[src/rtl/plsa_pkg.sv]
// ============================================================================
// plsa_pkg
// Types and constants shared by the pair LOD score accumulator modules.
// ============================================================================
package plsa_pkg;

    // Width of the shared multiply-accumulate register.
    localparam int ACC_W = 96;
    // Operand and product widths of the shared multiplier.
    localparam int OPD_W = 33;
    localparam int PRD_W = 2 * OPD_W;

    // Fraction bits of each log2 and the number of squaring rounds.
    localparam int LOG2_FRAC = 20;
    // Leading-one position width (0 to ACC_W-1).
    localparam int LEAD_W    = 7;
    // Mantissa width of the normalized log2 argument (Q1.30).
    localparam int MANT_W    = 31;

    // log10(2) in Q0.32.
    localparam logic signed [OPD_W-1:0] LOG10_OF_2_Q32 = 33'sd1292913986;
    // Weight of the constant-one term of the numerator and denominator.
    localparam logic signed [OPD_W-1:0] UNIT_SCALE     = 33'sd131072;
    // Inverse of the lower bound on the ratio.
    localparam logic signed [OPD_W-1:0] RATIO_FLOOR_INV = 33'sd10000;

    // Q4.12 result limits.
    localparam logic signed [15:0] LOG_FLOOR = -16'sd16384;
    localparam logic signed [15:0] LOG_CLAMP = 16'sd1843;
    localparam logic signed [15:0] LOG_MAX   = 16'sd32767;

    // Pair kinds that need special handling.
    localparam logic [2:0] KIND_MAT_HSIB = 3'd2;
    localparam logic [2:0] KIND_PAT_HSIB = 3'd3;
    localparam logic [2:0] KIND_OTHER    = 3'd4;

    // Configuration register indexes.
    typedef enum logic [1:0] {
        CFG_LAMBDA_M = 2'd0,
        CFG_LAMBDA_P = 2'd1,
        CFG_LAMBDA_D = 2'd2,
        CFG_CLAMP    = 2'd3
    } t_cfg_idx;

    // Product alignment within the accumulator.
    typedef enum logic [1:0] {
        SH_0  = 2'd0,
        SH_32 = 2'd1,
        SH_64 = 2'd2
    } t_shift;

    // Command to the shared multiply-accumulate unit.
    typedef struct packed {
        logic   mul;
        logic   acc;
        t_shift shift;
        logic   load;
    } t_mac_op;

    // Sequencer states.
    typedef enum logic [3:0] {
        ST_IDLE,
        ST_NUM,
        ST_DEN,
        ST_LR,
        ST_CMP,
        ST_NORM,
        ST_SQ_MUL,
        ST_SQ_UPD,
        ST_SCALE,
        ST_FIN
    } t_state;

endpackage

[src/rtl/plsa_mac.sv]
// ============================================================================
// plsa_mac
// Shared signed multiplier with a registered product and a wide accumulator.
// ============================================================================
module plsa_mac
    import plsa_pkg::*;
(
    input  logic                    i_clk,
    input  logic                    i_rst_n,
    input  t_mac_op                 i_op,
    input  logic [ACC_W-1:0]        i_load_val,
    input  logic signed [OPD_W-1:0] i_a,
    input  logic signed [OPD_W-1:0] i_b,
    output logic signed [PRD_W-1:0] o_prod,
    output logic [ACC_W-1:0]        o_acc
);

    logic signed [PRD_W-1:0] r_prod;
    logic                    r_pend;
    t_shift                  r_shift;
    logic [ACC_W-1:0]        r_acc;
    logic [ACC_W-1:0]        prod_ext;
    logic [ACC_W-1:0]        addend;

    // Product pending flag for the accumulate stage.
    always_ff @(posedge i_clk) begin
        if (!i_rst_n) begin
            r_pend <= 1'b0;
        end else begin
            r_pend <= i_op.mul & i_op.acc;
        end
    end

    // Multiplier stage.
    always_ff @(posedge i_clk) begin
        if (i_op.mul) begin
            r_prod  <= i_a * i_b;
            r_shift <= i_op.shift;
        end
    end

    // Align the product to its place in the accumulator.
    always_comb begin
        prod_ext = {{(ACC_W-PRD_W){r_prod[PRD_W-1]}}, r_prod};
        unique case (r_shift)
            SH_0:    addend = prod_ext;
            SH_32:   addend = prod_ext << 32;
            SH_64:   addend = prod_ext << 64;
            default: addend = prod_ext;
        endcase
    end

    // Accumulate stage; a load takes precedence.
    always_ff @(posedge i_clk) begin
        if (i_op.load) begin
            r_acc <= i_load_val;
        end else if (r_pend) begin
            r_acc <= r_acc + addend;
        end
    end

    assign o_prod = r_prod;
    assign o_acc  = r_acc;

endmodule

[config.mk]
export PLATFORM = sky130hd
export DESIGN_NAME = plsa_mac
export DESIGN_NICKNAME = d
export VERILOG_FILES = /design/src/rtl/plsa_pkg.sv /design/src/rtl/plsa_mac.sv
export SDC_FILE = /design/constraint.sdc
export NUM_CORES = 2
export LEC_CHECK = 0
export CAP_MARGIN = 15
export CORE_MARGIN = 2
export CORE_UTILIZATION = 50
export DETAILED_ROUTE_END_ITERATION = 10
export DONT_BUFFER_PORTS = 1
export HOLD_SLACK_MARGIN = 0.06
export PLACE_DENSITY = 0.67
export SLEW_MARGIN = 5
export SYNTH_ARGS = -nofsm -noshare
export SYNTH_HDL_FRONTEND = slang
export SYNTH_SLANG_ARGS = --single-unit
[constraint.sdc]
create_clock -name i_clk -period 10.9 [get_ports i_clk]
set_clock_uncertainty 0.05 [all_clocks]
set_input_delay 1.09 -clock i_clk [delete_from_list [all_inputs] [get_ports i_clk]]
set_output_delay 1.09 -clock i_clk [all_outputs]
set_load 0.02 [all_outputs]
==> PnR_summary.wiki <==
{| class="wikitable"
! Metric !! Value
|-
| Count of flip-flops with a built-in enable after synthesis || 164
|-
| Number of placed I/O pins || 331
|-
| DR pass1 iterations || 6
|-
| Post-cts gate resize count || 0
|-
| RSZ-0062 raised after global routing || no
|-
| Register clock-pin slew on the reported worst setup and hold paths || 70 ps
|-
| Share of the yosys chip area belonging to registers || 9.538%
|-
| Number of vias per cell after detailed routing || 5.636
|-
| Number of clock sinks || 165
|-
| Largest net degree at the start of global routing || 196
|-
| Overflow left after global routing || 0
|-
| Top library cells by usage in the layout, fill and taps aside || 1,166 x sky130_fd_sc_hd__inv_1, 1,146 x sky130_fd_sc_hd__fa_1, 700 x sky130_fd_sc_hd__nand2_1
|-
| Final worst-path cycle share || 78.55%
|-
| Sequential Area || 4945 sq um
|-
| Post-detail-place hpwl || 125.3 mm
|-
| Required time at the endpoint of the critical path || 11,050 ps
|-
| Number of storage elements in the synthesis netlist || 165
|-
| Number of clock buffers inserted by TritonCTS || 17
|-
| Final Critical Period || 8562 ps
|-
| Final number of setup-violating endpoints || 0
|-
| Maximum clock path buffer count || 2
|-
| Netlist area before placement || 51,840 sq um
|-
| Residual antenna-violating net count after detailed routing || 0
|-
| Die footprint || 106,300 sq um
|-
| Top post-synthesis cells by area || sky130_fd_sc_hd__fa_1 44%, sky130_fd_sc_hd__edfxtp_1 9.5%, sky130_fd_sc_hd__inv_1 8.4%, sky130_fd_sc_hd__ha_1 7.6%, sky130_fd_sc_hd__and2_1 7.3%
|-
| Highest fanout seen on the critical path || 33
|-
| Total of fill cells in the finished design || 9,587
|-
| Path class of the lowest-slack min-delay path || in2reg
|-
| Total of warnings raised by yosys || 0
|-
| Data arrival time at the worst-slack endpoint || 8710 ps
|-
| IO Port Bufs || 0
|-
| Portion of synthesized cell area occupied by the leading cell type || 44.25%
|-
| Die outline height || 326.0 um
|-
| Initial standard-cell utilization of the core || 50.24%
|-
| Layout Nets || 6,989
|-
| Headroom to the max-slew limit || 38.40%
|-
| Drt total wl || 152.9 mm
|-
| Number of global-route vias before repair || 40,190
|-
| Core Footprint || 103,200 sq um
|-
| Leading cell type in the layout, fill and taps excluded || sky130_fd_sc_hd__inv_1
|-
| Antenna violations before repair || 4
|-
| Ratio of cells with drive above 1 in the final layout || 1.619%
|-
| Count of endpoints failing hold in the final timing report || 0
|-
| Setup crit start kind || primary input
|-
| Dominant synthesized flop cell || sky130_fd_sc_hd__edfxtp_1
|-
| Worst-case register-to-register setup slack || 5230 ps
|-
| Gp weighted congestion || 0.9813
|-
| Measured slew at the worst slew-check pin || 924.0 ps
|-
| Number of standard cells after synthesis || 5,644
|-
| Synth unique cells || 81
|-
| Post-CTS Setup Repair Bufs || 0
|-
| Share of the core filled with cells || 51.40%
|-
| Global router's overall resource usage || 29.31%
|-
| Global-route wire length before repair || 239.6 mm
|-
| Multi-input combinational cell area || 41,320 sq um
|-
| Clock insertion delay at the later pin of the skew report || 470 ps
|-
| Die Span X || 326.0 um
|-
| Avg Inst Size Synth || 9.186 sq um
|-
| Synthesized netlist net count || 7,273
|-
| Post-detailed-route wirelength per cell || 22.62 um
|-
| Async S/R FF share, synth || 0%
|-
| Count of unresolved DRC violations after routing || 0
|-
| Max Clock Freq || 116.8 MHz
|-
| Setup TNS || 0 ps
|-
| Critical path capture point type || register
|-
| Reported max-cap violation count || 0
|-
| Status || finished clean
|-
| Category of the most critical setup path || in2reg
|-
| Vias after detailed routing || 38,090
|-
| TritonCTS clock tree || built
|-
| Floorplan row count || 118
|-
| Worst hold margin || 668.0 ps
|-
| Cell taking the most area after synthesis || sky130_fd_sc_hd__fa_1
|-
| Htree depth || 4
|-
| Number of pins exceeding their max-slew limit in the final report || 0
|-
| Number of violations reported at the end of detailed-routing iteration 0 || 3,041
|-
| Post-synthesis to final-layout area growth || 2.310%
|-
| # hold bufs at CTS || 0
|-
| Root Buffer || sky130_fd_sc_hd__clkbuf_16
|}
==> per-layer routing <==
| layer | vias to the layer above | GRT usage, % | wire (um) |
|---|---|---|---|
| li1 | 16640 | - | - |
| met2 | 1583 | 46.80 | 70110 |
| met1 | 19670 | 40.65 | 64640 |
| met3 | 194 | 6.053 | 13940 |
| met5 | - | 0 | 0 |
| met4 | 0 | 8.215 | 4207 |
==> cell families (layout without fill, tap and decap cells) <==
| family | count (synthesis) | in the layout | synth area share (%) |
|---|---|---|---|
| buf+inv | 1480 | 1209 | 10.78 |
| compound gates | 717 | 717 | 9.084 |
| mux | 5 | 5 | 0.1038 |
| other cells | 0 | 5 | 0 |
| flops | 165 | 165 | 9.538 |
| xor+xnor | 163 | 163 | 2.754 |
| fa+ha+maj | 1460 | 1460 | 51.83 |
| simple gates | 1654 | 1654 | 15.91 |
==> path summary, 6_finish.rpt <==
check / startpoint / end / cells past startpoint
min: i_op[1] / r_shift[0] / 0
min reg2reg: o_acc[0] / o_acc[0] / 2
max reg2reg: r_shift[1] / o_acc[95] / 16
max: i_a[32] / o_prod[64] / 26
==> sequential cells by signal, summed over array words and instances (netlist names) <==
name	cells
o_acc	96
o_prod	66
r_shift	2
r_pend	1
==> cell usage after synthesis (5+ instances only) <==
cell and number:
sky130_fd_sc_hd__a211o_1 8, sky130_fd_sc_hd__a211oi_1 11, sky130_fd_sc_hd__a21o_1 101, sky130_fd_sc_hd__a21oi_1 189
sky130_fd_sc_hd__a221oi_1 34, sky130_fd_sc_hd__a22o_1 31, sky130_fd_sc_hd__a31oi_1 23, sky130_fd_sc_hd__a41oi_1 5
sky130_fd_sc_hd__and2_1 603, sky130_fd_sc_hd__and3_1 16, sky130_fd_sc_hd__and4_1 5, sky130_fd_sc_hd__buf_2 26
sky130_fd_sc_hd__clkbuf_1 285, sky130_fd_sc_hd__edfxtp_1 164, sky130_fd_sc_hd__fa_1 1146, sky130_fd_sc_hd__ha_1 314
sky130_fd_sc_hd__inv_1 1166, sky130_fd_sc_hd__nand2_1 700, sky130_fd_sc_hd__nand2b_1 29, sky130_fd_sc_hd__nand3_1 23
sky130_fd_sc_hd__nand4_1 52, sky130_fd_sc_hd__nor2_1 155, sky130_fd_sc_hd__nor2b_1 15, sky130_fd_sc_hd__nor3_1 15
sky130_fd_sc_hd__nor4_1 5, sky130_fd_sc_hd__o211ai_1 10, sky130_fd_sc_hd__o21a_1 18, sky130_fd_sc_hd__o21ai_0 143
sky130_fd_sc_hd__o21ai_1 40, sky130_fd_sc_hd__o21bai_1 36, sky130_fd_sc_hd__o221ai_1 7, sky130_fd_sc_hd__o31a_1 6
sky130_fd_sc_hd__o31ai_1 6, sky130_fd_sc_hd__or2_2 5, sky130_fd_sc_hd__or3_1 9, sky130_fd_sc_hd__xnor2_1 113
sky130_fd_sc_hd__xor2_1 50
==> critical path, cell delays in order <==
cell	delay, ps
sky130_fd_sc_hd__nand2_1	130
sky130_fd_sc_hd__inv_1	80
sky130_fd_sc_hd__fa_1	530
sky130_fd_sc_hd__inv_1	140
sky130_fd_sc_hd__fa_1	540
sky130_fd_sc_hd__inv_1	130
sky130_fd_sc_hd__fa_1	570
sky130_fd_sc_hd__inv_1	60
sky130_fd_sc_hd__fa_1	870
sky130_fd_sc_hd__inv_1	370
sky130_fd_sc_hd__fa_1	540
sky130_fd_sc_hd__fa_1	500
sky130_fd_sc_hd__fa_1	490
sky130_fd_sc_hd__inv_1	50
sky130_fd_sc_hd__fa_1	470
sky130_fd_sc_hd__inv_1	40
sky130_fd_sc_hd__ha_1	370
sky130_fd_sc_hd__a21oi_1	250
sky130_fd_sc_hd__nor2b_1	70
sky130_fd_sc_hd__o21a_1	170
sky130_fd_sc_hd__o21ai_0	140
sky130_fd_sc_hd__nand2b_1	70
sky130_fd_sc_hd__a221oi_1	390
sky130_fd_sc_hd__a21oi_1	210
sky130_fd_sc_hd__nor4b_1	330
sky130_fd_sc_hd__a311oi_1	80
==> area by class of cell <==
class	count	area share, %
tap	1380	3.255
inverter	1166	8.251
clock inverter	13	0.2335
timing repair buffer	11	0.1557
multi-input combinational	3999	77.90
sequential	165	9.322
antenna	5	0.02359
clock buffer	19	0.8539
==> stage by stage <==
step / instance area, sq um / setup slack [ps] / std cells
final: 53040 / 2338 / 6758
after global routing: 53030 / 1822 / 6753
after CTS: 53030 / 2305 / 6753
after detailed placement: 52450 / 1836 / 6721
after global placement: 52450 / 1879 / 6721
after floorplan: 51840 / 1975 / 5644
Power is left out: the tool's default activity adds up to more than one toggle a clock period on the data nets, which glitch-free logic cannot reach.
